===== config.mk =====
export PLATFORM = sky130hd
export DESIGN_NAME = spi_eeprom_command_framer
export DESIGN_NICKNAME = d
export VERILOG_FILES = /design/src/hw/rtl/sef_pkg.sv /design/src/hw/rtl/sef_mod_unit.sv /design/src/hw/rtl/sef_cmd_queue.sv /design/src/hw/rtl/sef_front.sv /design/src/hw/rtl/sef_back.sv /design/src/hw/rtl/spi_eeprom_command_framer.sv
export SDC_FILE = /design/constraint.sdc
export NUM_CORES = 1
export LEC_CHECK = 0
export BUFFER_PORTS_ARGS = -buffer_cell sky130_fd_sc_hd__buf_2
export CORE_MARGIN = 4
export CORE_UTILIZATION = 35
export CTS_BUF_LIST = sky130_fd_sc_hd__clkbuf_4
export DETAILED_ROUTE_END_ITERATION = 8
export GPL_ROUTABILITY_DRIVEN = 0
export MAX_ROUTING_LAYER = met4
export PLACE_DENSITY = 0.64
export SLEW_MARGIN = 20
export SYNTH_ARGS = -nofsm -noshare
export SYNTH_HDL_FRONTEND = slang
export SYNTH_HIERARCHICAL = 1
export SYNTH_SLANG_ARGS = --single-unit

===== constraint.sdc =====
create_clock -name clk -period 5.14 [get_ports clk]
set_clock_uncertainty 0.05 [all_clocks]
set_input_delay 0.257 -clock clk [delete_from_list [all_inputs] [get_ports clk]]
set_output_delay 0.257 -clock clk [all_outputs]
set_load 0.01 [all_outputs]

===== src/hw/rtl/sef_pkg.sv =====
// ---------------------------------------------------------------------------
// sef_pkg: shared types and constants of the SPI EEPROM command framer
// Command codes, opcodes, header forms and the command item that the front
// end hands to the byte expander.
// ---------------------------------------------------------------------------
`default_nettype none

package sef_pkg;

  // widest address the framer can ever emit (three address bytes)
  localparam int unsigned ADDR_EXT_W = 24;

  // command queue between front end and byte expander
  localparam int unsigned QUEUE_DEPTH = 4;
  localparam int unsigned QUEUE_PTR_W = 2;
  localparam int unsigned QUEUE_CNT_W = 3;

  // input item modes
  localparam logic [1:0] MODE_BEGIN_READ  = 2'd0;
  localparam logic [1:0] MODE_BEGIN_WRITE = 2'd1;
  localparam logic [1:0] MODE_STEP        = 2'd2;
  localparam logic [1:0] MODE_STATUS      = 2'd3;

  // receive byte usage codes
  localparam logic [1:0] RX_IGNORE = 2'd0;
  localparam logic [1:0] RX_DATA   = 2'd1;
  localparam logic [1:0] RX_STATUS = 2'd2;

  // device opcodes
  localparam logic [7:0] OPC_READ  = 8'h03;
  localparam logic [7:0] OPC_WRITE = 8'h02;
  localparam logic [7:0] OPC_WREN  = 8'h06;
  localparam logic [7:0] OPC_RDSR  = 8'h05;
  localparam logic [7:0] OPC_A8    = 8'h08;  // ninth address bit in opcode
  localparam logic [7:0] DUMMY     = 8'h00;

  // device size thresholds
  localparam logic [17:0] MEM_NINTH_BIT = 18'd512;
  localparam logic [17:0] MEM_THREE_ADR = 18'd131072;

  // configuration register byte offsets (decoded on paddr[2])
  localparam logic [2:0] CFG_ADDR_MEMORY = 3'd0;
  localparam logic [2:0] CFG_ADDR_PAGE   = 3'd4;

  typedef enum logic [1:0] {
    OP_IDLE,
    OP_READ,
    OP_WRITE
  } op_t;

  typedef enum logic {
    FS_ACCEPT,
    FS_MODULO
  } front_state_t;

  typedef enum logic [1:0] {
    HDR_ONE,    // one address byte
    HDR_NINTH,  // one address byte, bit 8 in the opcode
    HDR_TWO,    // two address bytes
    HDR_THREE   // three address bytes
  } hdr_form_t;

  typedef enum logic [2:0] {
    CK_ERROR,
    CK_DONE,
    CK_READ_HDR,
    CK_WRITE_PAGE,
    CK_READ_BYTE,
    CK_WRITE_BYTE,
    CK_POLL
  } cmd_kind_t;

  // configuration register values
  typedef struct packed {
    logic [17:0] memory_bytes;
    logic [8:0]  page_bytes;
  } cfg_t;

  // one command for the byte expander
  typedef struct packed {
    cmd_kind_t             kind;
    logic                  flag;   // empty read / final byte / page end
    hdr_form_t             form;
    logic [ADDR_EXT_W-1:0] addr;
    logic [7:0]            data;
  } cmd_t;

  // one result item
  typedef struct packed {
    logic [7:0] tx_byte;
    logic       frame_start;
    logic       frame_end;
    logic [1:0] rx_use;
    logic       error;
    logic       done_res;
    logic       last;
  } res_t;

endpackage

`default_nettype wire


===== src/hw/rtl/sef_mod_unit.sv =====
// ---------------------------------------------------------------------------
// sef_mod_unit: serial remainder unit
// Restoring division one dividend bit per cycle; reports whether the
// remainder of dividend by divisor is zero.
// ---------------------------------------------------------------------------
`default_nettype none

module sef_mod_unit #(
  parameter int unsigned DIV_W = 17
) (
  input  wire logic             clk,
  input  wire logic             rst_n,
  input  wire logic             start,
  input  wire logic [DIV_W-1:0] dividend,
  input  wire logic [8:0]       divisor,
  output logic                  done,
  output logic                  rem_zero
);

  localparam int unsigned CNT_W = $clog2(DIV_W + 1);

  logic             busy_r, busy_nxt;
  logic             done_r, done_nxt;
  logic [CNT_W-1:0] cnt_r, cnt_nxt;
  logic [DIV_W-1:0] quo_r, quo_nxt;
  logic [8:0]       rem_r, rem_nxt;
  logic [8:0]       dvs_r, dvs_nxt;
  logic [9:0]       trial;

  // one restoring step per cycle
  always_comb begin
    busy_nxt = busy_r;
    done_nxt = 1'b0;
    cnt_nxt  = cnt_r;
    quo_nxt  = quo_r;
    rem_nxt  = rem_r;
    dvs_nxt  = dvs_r;
    trial    = {rem_r, quo_r[DIV_W-1]};
    if (start) begin
      busy_nxt = 1'b1;
      cnt_nxt  = CNT_W'(DIV_W);
      quo_nxt  = dividend;
      rem_nxt  = '0;
      dvs_nxt  = divisor;
    end else if (busy_r) begin
      quo_nxt = {quo_r[DIV_W-2:0], 1'b0};
      if (trial >= {1'b0, dvs_r}) begin
        rem_nxt = 9'(trial - {1'b0, dvs_r});
      end else begin
        rem_nxt = trial[8:0];
      end
      cnt_nxt = cnt_r - CNT_W'(1);
      if (cnt_r == CNT_W'(1)) begin
        busy_nxt = 1'b0;
        done_nxt = 1'b1;
      end
    end
  end

  always_ff @(posedge clk) begin
    if (!rst_n) begin
      busy_r <= 1'b0;
      done_r <= 1'b0;
      cnt_r  <= '0;
    end else begin
      busy_r <= busy_nxt;
      done_r <= done_nxt;
      cnt_r  <= cnt_nxt;
    end
    quo_r <= quo_nxt;
    rem_r <= rem_nxt;
    dvs_r <= dvs_nxt;
  end

  assign done     = done_r;
  assign rem_zero = (rem_r == 9'd0);

  // a result is only flagged once the iteration has stopped
  a_done_idle: assert property (@(posedge clk) disable iff (!rst_n)
    done_r |-> !busy_r)
    else $error("remainder done while still iterating");

endmodule

`default_nettype wire


===== src/hw/rtl/sef_cmd_queue.sv =====
// ---------------------------------------------------------------------------
// sef_cmd_queue: command queue
// Short first-in first-out queue of commands between front end and
// byte expander.
// ---------------------------------------------------------------------------
`default_nettype none

module sef_cmd_queue (
  input  wire logic          clk,
  input  wire logic          rst_n,
  input  wire logic          wr_en,
  input  wire sef_pkg::cmd_t wr_data,
  output logic               full,
  input  wire logic          rd_en,
  output sef_pkg::cmd_t      rd_data,
  output logic               empty
);

  sef_pkg::cmd_t                     entry_r [sef_pkg::QUEUE_DEPTH];
  logic [sef_pkg::QUEUE_PTR_W-1:0]   wr_ptr_r, wr_ptr_nxt;
  logic [sef_pkg::QUEUE_PTR_W-1:0]   rd_ptr_r, rd_ptr_nxt;
  logic [sef_pkg::QUEUE_CNT_W-1:0]   cnt_r, cnt_nxt;
  logic                              do_wr, do_rd;

  assign full    = (cnt_r == sef_pkg::QUEUE_CNT_W'(sef_pkg::QUEUE_DEPTH));
  assign empty   = (cnt_r == '0);
  assign do_wr   = wr_en && !full;
  assign do_rd   = rd_en && !empty;
  assign rd_data = entry_r[rd_ptr_r];

  // pointer and fill count
  always_comb begin
    wr_ptr_nxt = do_wr ? wr_ptr_r + 1'b1 : wr_ptr_r;
    rd_ptr_nxt = do_rd ? rd_ptr_r + 1'b1 : rd_ptr_r;
    cnt_nxt    = cnt_r;
    case ({do_wr, do_rd})
      2'b10:   cnt_nxt = cnt_r + 1'b1;
      2'b01:   cnt_nxt = cnt_r - 1'b1;
      default: cnt_nxt = cnt_r;
    endcase
  end

  always_ff @(posedge clk) begin
    if (!rst_n) begin
      wr_ptr_r <= '0;
      rd_ptr_r <= '0;
      cnt_r    <= '0;
    end else begin
      wr_ptr_r <= wr_ptr_nxt;
      rd_ptr_r <= rd_ptr_nxt;
      cnt_r    <= cnt_nxt;
    end
    if (do_wr) begin
      entry_r[wr_ptr_r] <= wr_data;
    end
  end

endmodule

`default_nettype wire


===== src/hw/rtl/sef_front.sv =====
// ---------------------------------------------------------------------------
// sef_front: request front end
// Accepts items, checks them against the operation state and the device
// size, keeps cursor and byte count, and queues one command per item.
// ---------------------------------------------------------------------------
`default_nettype none

module sef_front #(
  parameter int unsigned AW = 17
) (
  input  wire logic          clk,
  input  wire logic          rst_n,
  input  wire sef_pkg::cfg_t cfg,
  // item input
  input  wire logic          push,
  output logic               full,
  input  wire logic [1:0]    in_mode,
  input  wire logic [16:0]   in_address,
  input  wire logic [17:0]   in_length,
  input  wire logic [7:0]    in_data_byte,
  // remainder unit
  output logic               mod_start,
  output logic [AW-1:0]      mod_dividend,
  output logic [8:0]         mod_divisor,
  input  wire logic          mod_done,
  input  wire logic          mod_zero,
  // command queue
  output logic               q_push,
  output sef_pkg::cmd_t      q_data,
  input  wire logic          q_full
);

  sef_pkg::front_state_t fstate_r, fstate_nxt;
  sef_pkg::op_t          op_r, op_nxt;
  logic [AW-1:0]         cursor_r, cursor_nxt;
  logic [17:0]           remain_r, remain_nxt;
  logic                  page_open_r, page_open_nxt;
  logic                  await_r, await_nxt;
  logic [7:0]            data_r, data_nxt;

  logic                                  accept;
  logic                                  write_step;
  logic [sef_pkg::ADDR_EXT_W-1:0]        adr_ext;
  logic [AW-1:0]                         adr;
  logic                                  out_of_range;
  logic                                  page_end;
  logic [AW-1:0]                         cursor_inc;
  logic [17:0]                           remain_dec;
  sef_pkg::hdr_form_t                    form;

  assign accept     = push && !full;
  assign adr_ext    = sef_pkg::ADDR_EXT_W'(in_address);
  assign adr        = adr_ext[AW-1:0];
  assign cursor_inc = cursor_r + 1'b1;
  assign remain_dec = remain_r - 18'd1;
  assign write_step = (in_mode == sef_pkg::MODE_STEP) && (op_r == sef_pkg::OP_WRITE)
                      && page_open_r;
  assign out_of_range = (25'(adr) + 25'(in_length)) > 25'(cfg.memory_bytes);
  assign page_end     = (remain_r == 18'd0) || mod_zero;

  // header form from the device size
  always_comb begin
    if (cfg.memory_bytes < sef_pkg::MEM_NINTH_BIT) begin
      form = sef_pkg::HDR_ONE;
    end else if (cfg.memory_bytes == sef_pkg::MEM_NINTH_BIT) begin
      form = sef_pkg::HDR_NINTH;
    end else if (cfg.memory_bytes < sef_pkg::MEM_THREE_ADR) begin
      form = sef_pkg::HDR_TWO;
    end else begin
      form = sef_pkg::HDR_THREE;
    end
  end

  // next state
  always_comb begin
    fstate_nxt = fstate_r;
    unique case (fstate_r)
      sef_pkg::FS_ACCEPT: begin
        if (accept && write_step) begin
          fstate_nxt = sef_pkg::FS_MODULO;
        end
      end
      sef_pkg::FS_MODULO: begin
        if (mod_done) begin
          fstate_nxt = sef_pkg::FS_ACCEPT;
        end
      end
      default: fstate_nxt = sef_pkg::FS_ACCEPT;
    endcase
  end

  // state outputs
  always_comb begin
    unique case (fstate_r)
      sef_pkg::FS_ACCEPT: full = q_full;
      sef_pkg::FS_MODULO: full = 1'b1;
      default:            full = 1'b1;
    endcase
  end

  // classification and operation state update
  always_comb begin
    op_nxt        = op_r;
    cursor_nxt    = cursor_r;
    remain_nxt    = remain_r;
    page_open_nxt = page_open_r;
    await_nxt     = await_r;
    data_nxt      = data_r;
    q_push        = 1'b0;
    q_data.kind   = sef_pkg::CK_ERROR;
    q_data.flag   = 1'b0;
    q_data.form   = form;
    q_data.addr   = sef_pkg::ADDR_EXT_W'(cursor_r);
    q_data.data   = data_r;
    mod_start     = 1'b0;

    if (fstate_r == sef_pkg::FS_MODULO) begin
      // data byte of a write, once the page boundary test is known
      if (mod_done) begin
        q_push      = 1'b1;
        q_data.kind = sef_pkg::CK_WRITE_BYTE;
        q_data.flag = page_end;
        if (page_end) begin
          page_open_nxt = 1'b0;
          await_nxt     = 1'b1;
        end
      end
    end else if (accept) begin
      q_push = 1'b1;
      case (in_mode)
        sef_pkg::MODE_BEGIN_READ: begin
          if (op_r == sef_pkg::OP_IDLE && !out_of_range) begin
            q_data.kind = sef_pkg::CK_READ_HDR;
            q_data.addr = sef_pkg::ADDR_EXT_W'(adr);
            q_data.flag = (in_length == 18'd0);
            if (in_length != 18'd0) begin
              op_nxt     = sef_pkg::OP_READ;
              cursor_nxt = adr;
              remain_nxt = in_length;
            end
          end
        end
        sef_pkg::MODE_BEGIN_WRITE: begin
          if (op_r == sef_pkg::OP_IDLE && !out_of_range) begin
            if (in_length == 18'd0) begin
              q_data.kind = sef_pkg::CK_DONE;
            end else begin
              q_data.kind   = sef_pkg::CK_WRITE_PAGE;
              q_data.addr   = sef_pkg::ADDR_EXT_W'(adr);
              op_nxt        = sef_pkg::OP_WRITE;
              cursor_nxt    = adr;
              remain_nxt    = in_length;
              await_nxt     = 1'b0;
              page_open_nxt = 1'b1;
            end
          end
        end
        sef_pkg::MODE_STEP: begin
          if (op_r == sef_pkg::OP_READ) begin
            q_data.kind = sef_pkg::CK_READ_BYTE;
            q_data.flag = (remain_dec == 18'd0);
            remain_nxt  = remain_dec;
            cursor_nxt  = cursor_inc;
            if (remain_dec == 18'd0) begin
              op_nxt = sef_pkg::OP_IDLE;
            end
          end else if (write_step) begin
            // command goes out once the remainder is known
            q_push     = 1'b0;
            remain_nxt = remain_dec;
            cursor_nxt = cursor_inc;
            data_nxt   = in_data_byte;
            mod_start  = 1'b1;
          end
        end
        default: begin
          // status byte received
          if (op_r == sef_pkg::OP_WRITE && await_r) begin
            if (in_data_byte[0]) begin
              q_data.kind = sef_pkg::CK_POLL;
            end else begin
              await_nxt = 1'b0;
              if (remain_r == 18'd0) begin
                q_data.kind = sef_pkg::CK_DONE;
                op_nxt      = sef_pkg::OP_IDLE;
              end else begin
                q_data.kind   = sef_pkg::CK_WRITE_PAGE;
                page_open_nxt = 1'b1;
              end
            end
          end
        end
      endcase
    end
  end

  assign mod_dividend = cursor_inc;
  assign mod_divisor  = (cfg.page_bytes == 9'd0) ? 9'd1 : cfg.page_bytes;

  always_ff @(posedge clk) begin
    if (!rst_n) begin
      fstate_r    <= sef_pkg::FS_ACCEPT;
      op_r        <= sef_pkg::OP_IDLE;
      cursor_r    <= '0;
      remain_r    <= '0;
      page_open_r <= 1'b0;
      await_r     <= 1'b0;
    end else begin
      fstate_r    <= fstate_nxt;
      op_r        <= op_nxt;
      cursor_r    <= cursor_nxt;
      remain_r    <= remain_nxt;
      page_open_r <= page_open_nxt;
      await_r     <= await_nxt;
    end
    data_r <= data_nxt;
  end

  // a page frame and a status poll never overlap
  a_open_vs_poll: assert property (@(posedge clk) disable iff (!rst_n)
    !(page_open_r && await_r))
    else $error("page frame open while a status poll is pending");

  // no write bookkeeping left behind in idle
  a_idle_clean: assert property (@(posedge clk) disable iff (!rst_n)
    (op_r == sef_pkg::OP_IDLE) |-> (!page_open_r && !await_r))
    else $error("idle with write state still set");

  // the slot taken at acceptance is still free when the data byte is queued
  a_mod_room: assert property (@(posedge clk) disable iff (!rst_n)
    (fstate_r == sef_pkg::FS_MODULO) |-> !q_full)
    else $error("command queue full during remainder wait");

endmodule

`default_nettype wire


===== src/hw/rtl/sef_back.sv =====
// ---------------------------------------------------------------------------
// sef_back: byte expander
// Turns each queued command into its sequence of SPI bytes and marks, one
// result per cycle into an output register, while that register is free or popped.
// ---------------------------------------------------------------------------
`default_nettype none

module sef_back (
  input  wire logic          clk,
  input  wire logic          rst_n,
  // command queue
  input  wire sef_pkg::cmd_t q_data,
  input  wire logic          q_empty,
  output logic               q_pop,
  // result register
  output sef_pkg::res_t      res,
  output logic               res_valid,
  input  wire logic          res_pop
);

  logic [2:0]    idx_r, idx_nxt;
  logic          valid_r, valid_nxt;
  sef_pkg::res_t res_r, res_nxt;

  sef_pkg::res_t cur;
  logic [2:0]    count;
  logic [2:0]    hlen;
  logic [2:0]    hk;        // header byte position
  logic [2:0]    hj;        // address byte, counted from the low end
  logic [7:0]    hopc;
  logic [7:0]    hbyte;
  logic          produce;
  logic          is_last;

  // header length by form
  always_comb begin
    case (q_data.form)
      sef_pkg::HDR_TWO:   hlen = 3'd3;
      sef_pkg::HDR_THREE: hlen = 3'd4;
      default:            hlen = 3'd2;
    endcase
  end

  // opcode or address byte at header position hk
  always_comb begin
    hk = (q_data.kind == sef_pkg::CK_WRITE_PAGE) ? idx_r - 3'd1 : idx_r;
    hj = hlen - 3'd1 - hk;
    hopc = (q_data.kind == sef_pkg::CK_WRITE_PAGE) ? sef_pkg::OPC_WRITE
                                                    : sef_pkg::OPC_READ;
    if (q_data.form == sef_pkg::HDR_NINTH && (|q_data.addr[23:8])) begin
      hopc = hopc | sef_pkg::OPC_A8;
    end
    if (hk == 3'd0) begin
      hbyte = hopc;
    end else begin
      case (hj)
        3'd1:    hbyte = q_data.addr[15:8];
        3'd2:    hbyte = q_data.addr[23:16];
        default: hbyte = q_data.addr[7:0];
      endcase
    end
  end

  // result at the current position of the current command
  always_comb begin
    cur   = '0;
    count = 3'd1;
    unique case (q_data.kind)
      sef_pkg::CK_ERROR: begin
        cur.error = 1'b1;
      end
      sef_pkg::CK_DONE: begin
        cur.done_res = 1'b1;
      end
      sef_pkg::CK_READ_BYTE: begin
        cur.tx_byte   = sef_pkg::DUMMY;
        cur.rx_use    = sef_pkg::RX_DATA;
        cur.frame_end = q_data.flag;
        cur.done_res  = q_data.flag;
      end
      sef_pkg::CK_POLL: begin
        count = 3'd2;
        if (idx_r == 3'd0) begin
          cur.tx_byte     = sef_pkg::OPC_RDSR;
          cur.frame_start = 1'b1;
        end else begin
          cur.tx_byte   = sef_pkg::DUMMY;
          cur.frame_end = 1'b1;
          cur.rx_use    = sef_pkg::RX_STATUS;
        end
      end
      sef_pkg::CK_WRITE_BYTE: begin
        count = q_data.flag ? 3'd3 : 3'd1;
        case (idx_r)
          3'd0: begin
            cur.tx_byte   = q_data.data;
            cur.frame_end = q_data.flag;
          end
          3'd1: begin
            cur.tx_byte     = sef_pkg::OPC_RDSR;
            cur.frame_start = 1'b1;
          end
          default: begin
            cur.tx_byte   = sef_pkg::DUMMY;
            cur.frame_end = 1'b1;
            cur.rx_use    = sef_pkg::RX_STATUS;
          end
        endcase
      end
      sef_pkg::CK_READ_HDR: begin
        count           = hlen;
        cur.tx_byte     = hbyte;
        cur.frame_start = (idx_r == 3'd0);
        if (idx_r == hlen - 3'd1 && q_data.flag) begin
          cur.frame_end = 1'b1;
          cur.done_res  = 1'b1;
        end
      end
      sef_pkg::CK_WRITE_PAGE: begin
        count = hlen + 3'd1;
        if (idx_r == 3'd0) begin
          cur.tx_byte     = sef_pkg::OPC_WREN;
          cur.frame_start = 1'b1;
          cur.frame_end   = 1'b1;
        end else begin
          cur.tx_byte     = hbyte;
          cur.frame_start = (idx_r == 3'd1);
        end
      end
      default: begin
        cur.error = 1'b1;
      end
    endcase
    is_last  = (idx_r == count - 3'd1);
    cur.last = is_last;
  end

  // load the output register whenever it is free or being emptied
  always_comb begin
    produce   = !q_empty && (!valid_r || res_pop);
    q_pop     = produce && is_last;
    valid_nxt = valid_r;
    res_nxt   = res_r;
    idx_nxt   = idx_r;
    if (res_pop && valid_r) begin
      valid_nxt = 1'b0;
    end
    if (produce) begin
      valid_nxt = 1'b1;
      res_nxt   = cur;
      idx_nxt   = is_last ? 3'd0 : idx_r + 3'd1;
    end
  end

  always_ff @(posedge clk) begin
    if (!rst_n) begin
      idx_r   <= '0;
      valid_r <= 1'b0;
    end else begin
      idx_r   <= idx_nxt;
      valid_r <= valid_nxt;
    end
    res_r <= res_nxt;
  end

  assign res       = res_r;
  assign res_valid = valid_r;

  // position within a command stays inside its byte count
  a_idx_range: assert property (@(posedge clk) disable iff (!rst_n)
    !q_empty |-> (idx_r < count))
    else $error("expander position past end of command");

  // an error result carries no bus byte and ends its item
  a_error_marker: assert property (@(posedge clk) disable iff (!rst_n)
    (valid_r && res_r.error) |-> (res_r.tx_byte == 8'd0 && res_r.last
                                  && !res_r.frame_start && !res_r.frame_end))
    else $error("error result carries bus data");

endmodule

`default_nettype wire


===== src/hw/rtl/spi_eeprom_command_framer.sv =====
// ---------------------------------------------------------------------------
// spi_eeprom_command_framer: 25xx serial EEPROM command framer
// Turns read/write requests into SPI transmit bytes with chip select marks.
// ---------------------------------------------------------------------------
// Each accepted item yields one to five result items, delivered one per
// clock cycle from the byte expander while the result register is free or
// popped; the result rate sets the sustained throughput. Items are taken one
// per cycle into a four-entry command queue while it has room, except a
// write data step, which holds the input side while the serial remainder
// unit tests the page boundary. Registers memory_bytes (byte offset 0) and
// page_bytes (byte offset 4) are to be written by the user over the APB port
// only while no item is in flight; the block itself does not enforce this.
`default_nettype none

module spi_eeprom_command_framer #(
  parameter int unsigned ADDR_BITS = 17
) (
  input  wire logic        clk,
  input  wire logic        rst_n,
  // item input
  input  wire logic        push,
  output logic             full,
  input  wire logic [1:0]  in_mode,
  input  wire logic [16:0] in_address,
  input  wire logic [17:0] in_length,
  input  wire logic [7:0]  in_data_byte,
  // result output
  output logic             empty,
  input  wire logic        pop,
  output logic [7:0]       out_tx_byte,
  output logic             out_frame_start,
  output logic             out_frame_end,
  output logic [1:0]       out_rx_use,
  output logic             out_error,
  output logic             out_done_res,
  output logic             out_last,
  // configuration
  input  wire logic        psel,
  input  wire logic        penable,
  input  wire logic        pwrite,
  input  wire logic [2:0]  paddr,
  input  wire logic [31:0] pwdata,
  output logic [31:0]      prdata,
  output logic             pready
);

  logic [17:0] mem_bytes_r, mem_bytes_nxt;
  logic [8:0]  page_bytes_r, page_bytes_nxt;
  logic        cfg_wr;

  sef_pkg::cfg_t cfg;

  logic                 mod_start;
  logic [ADDR_BITS-1:0] mod_dividend;
  logic [8:0]           mod_divisor;
  logic                 mod_done;
  logic                 mod_zero;

  logic          q_push, q_full, q_pop, q_empty;
  sef_pkg::cmd_t q_wr_data, q_rd_data;

  sef_pkg::res_t res;
  logic          res_valid;

  // configuration registers
  assign pready = 1'b1;
  assign cfg_wr = psel && penable && pwrite && pready;

  always_comb begin
    mem_bytes_nxt  = mem_bytes_r;
    page_bytes_nxt = page_bytes_r;
    if (cfg_wr) begin
      if (paddr[2] == sef_pkg::CFG_ADDR_PAGE[2]) begin
        page_bytes_nxt = pwdata[8:0];
      end else begin
        mem_bytes_nxt = pwdata[17:0];
      end
    end
  end

  always_ff @(posedge clk) begin
    if (!rst_n) begin
      mem_bytes_r  <= 18'd128;
      page_bytes_r <= 9'd16;
    end else begin
      mem_bytes_r  <= mem_bytes_nxt;
      page_bytes_r <= page_bytes_nxt;
    end
  end

  // register readback
  always_comb begin
    if (paddr[2] == sef_pkg::CFG_ADDR_PAGE[2]) begin
      prdata = 32'(page_bytes_r);
    end else begin
      prdata = 32'(mem_bytes_r);
    end
  end

  assign cfg.memory_bytes = mem_bytes_r;
  assign cfg.page_bytes   = page_bytes_r;

  sef_front #(
    .AW (ADDR_BITS)
  ) u_front (
    .clk          (clk),
    .rst_n        (rst_n),
    .cfg          (cfg),
    .push         (push),
    .full         (full),
    .in_mode      (in_mode),
    .in_address   (in_address),
    .in_length    (in_length),
    .in_data_byte (in_data_byte),
    .mod_start    (mod_start),
    .mod_dividend (mod_dividend),
    .mod_divisor  (mod_divisor),
    .mod_done     (mod_done),
    .mod_zero     (mod_zero),
    .q_push       (q_push),
    .q_data       (q_wr_data),
    .q_full       (q_full)
  );

  sef_mod_unit #(
    .DIV_W (ADDR_BITS)
  ) u_mod (
    .clk      (clk),
    .rst_n    (rst_n),
    .start    (mod_start),
    .dividend (mod_dividend),
    .divisor  (mod_divisor),
    .done     (mod_done),
    .rem_zero (mod_zero)
  );

  sef_cmd_queue u_queue (
    .clk     (clk),
    .rst_n   (rst_n),
    .wr_en   (q_push),
    .wr_data (q_wr_data),
    .full    (q_full),
    .rd_en   (q_pop),
    .rd_data (q_rd_data),
    .empty   (q_empty)
  );

  sef_back u_back (
    .clk       (clk),
    .rst_n     (rst_n),
    .q_data    (q_rd_data),
    .q_empty   (q_empty),
    .q_pop     (q_pop),
    .res       (res),
    .res_valid (res_valid),
    .res_pop   (pop)
  );

  // result ports
  assign empty           = !res_valid;
  assign out_tx_byte     = res.tx_byte;
  assign out_frame_start = res.frame_start;
  assign out_frame_end   = res.frame_end;
  assign out_rx_use      = res.rx_use;
  assign out_error       = res.error;
  assign out_done_res    = res.done_res;
  assign out_last        = res.last;

endmodule

`default_nettype wire


# --- Word level (Yosys, flattened, before mapping) ---
# Memories as Yosys holds them, arrays and structs flattened. A register that Yosys moved wholly into a read port is not among the register bits.
# Index checks and enable logic that the tools add are counted.
classes:
  eq_ne: 38
  order_cmp: 4
  mux: 120
  n_bitwise: 5
  n_addsub: 15
  reduce_logical: 54
op_table:
  columns: ["cell", "count"]
  rows:
  - ["17-bit two-way mux", 10]
  - ["18-bit two-way mux", 7]
  - ["24-bit two-way mux", 3]
  - ["18-bit logical NOT", 3]
  - ["18-bit one-hot mux with 3 select lines", 1]
  - ["17-bit one-hot mux with 3 select lines", 1]
  - ["24-bit one-hot mux with 2 select lines", 1]
  - ["1-bit two-way mux", 44]
  - ["2-bit two-way mux", 17]
  - ["8-bit one-hot mux with 2 select lines", 2]
  - ["8-bit one-hot mux with 4 select lines", 1]
  - ["25-bit by 18-bit greater-than comparator with 1-bit output", 1]
  - ["3-bit two-way mux", 8]
  - ["4-bit two-way mux", 5]
  - ["17-bit by 18-bit adder with 19-bit output", 1]
  - ["18-bit by 10-bit equality test with 1-bit output, second input constant", 1]
  - ["9-bit logical NOT", 2]
  - ["18-bit by 10-bit < comparator with 1-bit output, second input constant", 1]
  - ["18-bit < comparator, second input constant", 1]
  - ["9-bit two-way mux", 2]
  - ["18-bit nonzero test", 1]
  - ["18-bit by 1-bit subtractor with 18-bit output, second input constant", 1]
  - ["17-bit by 1-bit adder with 17-bit output, second input constant", 1]
  - ["8-bit AND reduction", 2]
  - ["other kinds (46)", 119]
totals:
  mem_bits_rw: 152
  input_bits: 87
  output_inout_bits: 50
  ff_bits: 143
  word_cells: 265
  n_memories: 1
mem_list:
  columns: ["name", "depth", "width", "read_ports", "rd_ports_with_merged_regs", "wr", "line", "source"]
  rows:
  - ["u_queue.entry_r", 4, 38, 1, 1, 1, "sef_cmd_queue.sv:19", "sef_pkg::cmd_t entry_r [sef_pkg::QUEUE_DEPTH];"]

# --- Depth between registers and ports, before layout ---
logic_depth:
  ltp_word: 11
  ltp_mapped: 20
  mapped_depth_nobuf: 18

# --- Cells and area by module ---
# Netlist, hierarchy kept.
modules_own_cells:
  columns: ["mod", "area_per_inst_um2", "cells_per_inst", "instances"]
  rows:
  - ["sef_cmd_queue", 5993.2, 252, 1]
  - ["sef_front", 4870.9, 645, 1]
  - ["sef_mod_unit", 2200.9, 192, 1]
  - ["sef_back", 1617.8, 184, 1]
  - ["spi_eeprom_command_framer", 1375.1, 149, 1]

# --- Least setup slack after synthesis ---
# No wires, ideal clock.
synth_path:
  path_type: "input-to-reg"
  start: "in in_address[3]"
  end: "mem u_queue/entry_r[0][21] (netlist name), data pin"
  arrival_ns: 4.401
  slack_ns: 0.424
  required_time_ns: 4.826
  path_stages: 19
  path_cell_list: "ha_1 and2_1 a311o_1 a21oi_1 o21ai_0 a2111o_1 a21o_1 a21oi_1 xnor2_1 ha_1 and3_1 a221o_1 a31oi_1 o211a_1 nor2_1 nor3_4 nand4_4 buf_6 mux2_4"
synth_rtl:
  columns: ["item", "line", "source"]
  rows:
  - ["start, declared", "spi_eeprom_command_framer.sv:24", "input wire logic [16:0] in_address,"]
  - ["end, declared", "sef_cmd_queue.sv:19", null]

==> results.ini <==
[run_status]
status=complete, no violations

[route]
vias=12300
post_drt_wl_per_cell_um=17.8
first_pass_iters=5
drtIter0Drc=845
viasPerCell=5.35
drt_wl_total_um=40900
route.detailed.drc=0
drtAntennaViolNets=0

[cts]
clk_pin_slew_ps=70
cts_inserted_buffers=79
insertion_delay_ps=700
cts_sinks=297
cts-root-buf=clkbuf_4
cts_buffer_depth=3
cts.htree.levels=3
cts_tree=built

[synthesis]
avgSynthCellArea_um2=11.3
syn_inst=1422
syn_area_mm2=0.0161
async_reset_ff_frac=0
yosysSeqAreaShare=0.496
synth-warning-count=6
synth-seq-cells=297
synth_edf_count=201
synthDistinctLibCells=93
ys.flop_type=edfxtp_1

[sta]
worst_pin_slew_ps=1100
rsz0062_at_grt=no
setup_violations=0
tns_ps=0
maxSlewHeadroom=0.269
period_share=0.962
fin_crit_ps=4940
hold_viol=0
final_max_slew_viol_count=0
clock.fmax_mhz=202

[grt]
grt_max_degree=79
grt_pass1_vias=12300
grt.overflow.total=0
antenna_found_initial=2
grt_pass1_wl_um=65200
grt_use_total=0.166

[critical_path]
worst_setup_path_end_kind=flip-flop
ff2ff_setup_slack_ps=630
critPathBufInv=3
critical-path-slowest-cell=dlygate4sd3_1
crit_fanout=17
cp_cell_sequence=dlygate4sd3_1, buf_2, ha_1, fa_1, a211oi_2, o21bai_1, a32o_1, o31a_1, or2_2, a21oi_1, xnor2_1, ha_1, and3_1, a221o_1, a31oi_1, o211a_1, nor2_1, nor3_4, nand4_4, buf_12, mux2_4
worstSetupStartpointType=input port
cpLargestDelayFamily=compound AO/OA/AOI/OAI gates
crit_top_cell=ha_1
worstPathArrival_ps=5320
cpPeakStageDelay_ps=530
worstSetupPathType=input port to flip-flop
worstPathRequired_ps=5510

[floorplan]
io_pins=137
fp.coreArea_mm2=0.0454
rows=78
start_util=0.354
die_h_um=222
die_x_um=222
fp.dieArea_mm2=0.0494

[cells_and_area]
layout.nets=1779
drive_above_1_share=0.217
syn_to_final_growth_pct=18.0

[power]
sw_frac_of_total=0.318
ir_drop_mv=0.161
internal-power_w=0.00478
pwr-share-seq=0.424
p_total_w=0.00700
power_density_mw_per_mm2=369
p_clk_frac=0.298
p_switching_w=0.00222
pwr-share-comb=0.278
total_leakage_power_nw=7.24

[min_path]
hold_class=input port to flip-flop

[placement]
io_buffers=105
dp_hpwl_um=27500

[job]
maxCapViolCount=0

sequential cells by signal (all words and copies together), names as in the netlist, 2 cells and up, named ones only:
signal            count
u_queue/entry_r     152
u_mod/cnt_r           5
u_front/data_r        8
page_bytes_r          9
mem_bytes_r          18
u_queue/cnt_r         3
u_queue/rd_ptr_r      2
u_back/res           15
u_mod/dvs_r           9
u_back/idx_r          3
u_queue/wr_ptr_r      2
u_mod/rem_r           9
u_front/remain_r     18
u_front/cursor_r     17
u_front/op_r          2
u_mod/quo_r          17
metal layers:
metal  up-vias  global-route usage  routed length, µm
met3        78              0.0353               3060
met5         -                   -                  0
met4         0              0.0530               1060
li1       5766                   -                  -
met2       484               0.257              18900
met1      5923               0.220              17800
cell type report:
| cell class | instances | area, µm² |
|---|---|---|
| Fill cell | 4309 | 26400 |
| Sequential cell | 297 | 7960 |
| Multi-Input combinational cell | 975 | 7390 |
| Timing Repair Buffer | 211 | 1580 |
| Clock buffer | 122 | 916 |
| Tap cell | 600 | 751 |
| Inverter | 64 | 240 |
| Clock inverter | 18 | 106 |
| Antenna cell | 3 | 7.51 |
cells in the final DEF, fill, tap and decap left out, types with 8 or more instances in the layout:
cell	instances
edfxtp_1	201
nand2_1	127
clkbuf_4	122
buf_2	104
dfxtp_1	95
dlygate4sd3_1	87
a21oi_1	83
nor2_1	81
inv_1	64
ha_1	60
mux2i_1	45
mux4_2	38
mux2_2	34
xnor2_1	33
nor4_1	27
nor3_1	26
o21ai_0	26
nand3_1	24
conb_1	22
nor2b_1	19
buf_4	17
o22ai_1	17
xor2_1	17
nand4_1	16
nand2b_1	16
o32ai_1	15
a211oi_1	15
a21o_1	14
a22oi_1	14
or3_1	13
and2_1	12
clkinv_1	11
and3_1	11
nor3b_1	9
and2b_1	8
nand3b_1	8
o21a_1	8
a31oi_1	8
o211ai_1	8
synth_stat cells, types with 28 or more instances:
| cell | count | area share |
|---|---|---|
| mux2_2 | 34 | 0.024 |
| inv_1 | 64 | 0.015 |
| dfxtp_1 | 96 | 0.12 |
| ha_1 | 60 | 0.047 |
| edfxtp_1 | 201 | 0.38 |
| nand2_1 | 127 | 0.030 |
| nor3_1 | 28 | 0.0087 |
| a21oi_1 | 83 | 0.026 |
| mux4_2 | 38 | 0.053 |
| nor2_1 | 82 | 0.019 |
| clkbuf_1 | 54 | 0.013 |
| mux2i_1 | 47 | 0.029 |
| xnor2_1 | 33 | 0.018 |
kinds of logic after synthesis:
group / Yosys count / synth area share
xor gates and xnor gates: 53 / 0.0303
and+or+nand+nor: 437 / 0.143
buffers and inverters: 169 / 0.0510
AOI/OAI and AO/OA: 278 / 0.119
DFF: 297 / 0.496
adders and majority gates: 64 / 0.0517
muxes: 121 / 0.108
other: 3 / 0.000701
worst reg2reg max path, delay by kind of cell, from the launching register on:
kind                       cells  cell delay [ps]
and+or+nand+nor                5             1260
muxes                          2             1100
adders and majority gates      3              800
DFF                            1              510
xor gates and xnor gates       3              500
AOI/OAI and AO/OA              1              160
buffers and inverters          1               60
timing repair:
action,in CTS,in global routing
hold buffers,87,0
resized for setup,0,3
buffers inserted,0,1
hold endpoints to repair,133,0
setup endpoints to repair,0,64
worst paths after layout:
check,startpoint,endpoint,cells past startpoint
setup / recovery,in_address[0],u_queue/entry_r[1][22],21
hold / removal,push,u_front/page_open_r,4
setup reg to reg,flip-flop,u_queue/cnt_r[2],15
hold reg to reg,mem_bytes_r[8],mem_bytes_r[8],2
power by group through the flow:
stage | sequential [W] | combinational (W) | clock (W)
floorplan | 0.00301 | 0.00140 | 0
global placement | 0.00301 | 0.00186 | 0
detailed placement | 0.00302 | 0.00188 | 0
CTS | 0.00297 | 0.00194 | 0.00216
global route | 0.00299 | 0.00216 | 0.00230
finish | 0.00297 | 0.00195 | 0.00209
stage by stage:
step           area [µm²]  hold slack, ps  std cells  setup WS [ps]  utilization
6_report            19000             101       2290            197        0.418
5_1_grt             18900            63.4       2289           29.1        0.418
4_1_cts             18900            25.6       2286            212        0.417
3_5_place_dp        17000             388       2059           40.0        0.375
3_3_place_gp        17000             389       2059            110        0.375
2_1_floorplan       16100             306       1441            424            -
(Power assumes the default switching activity.)
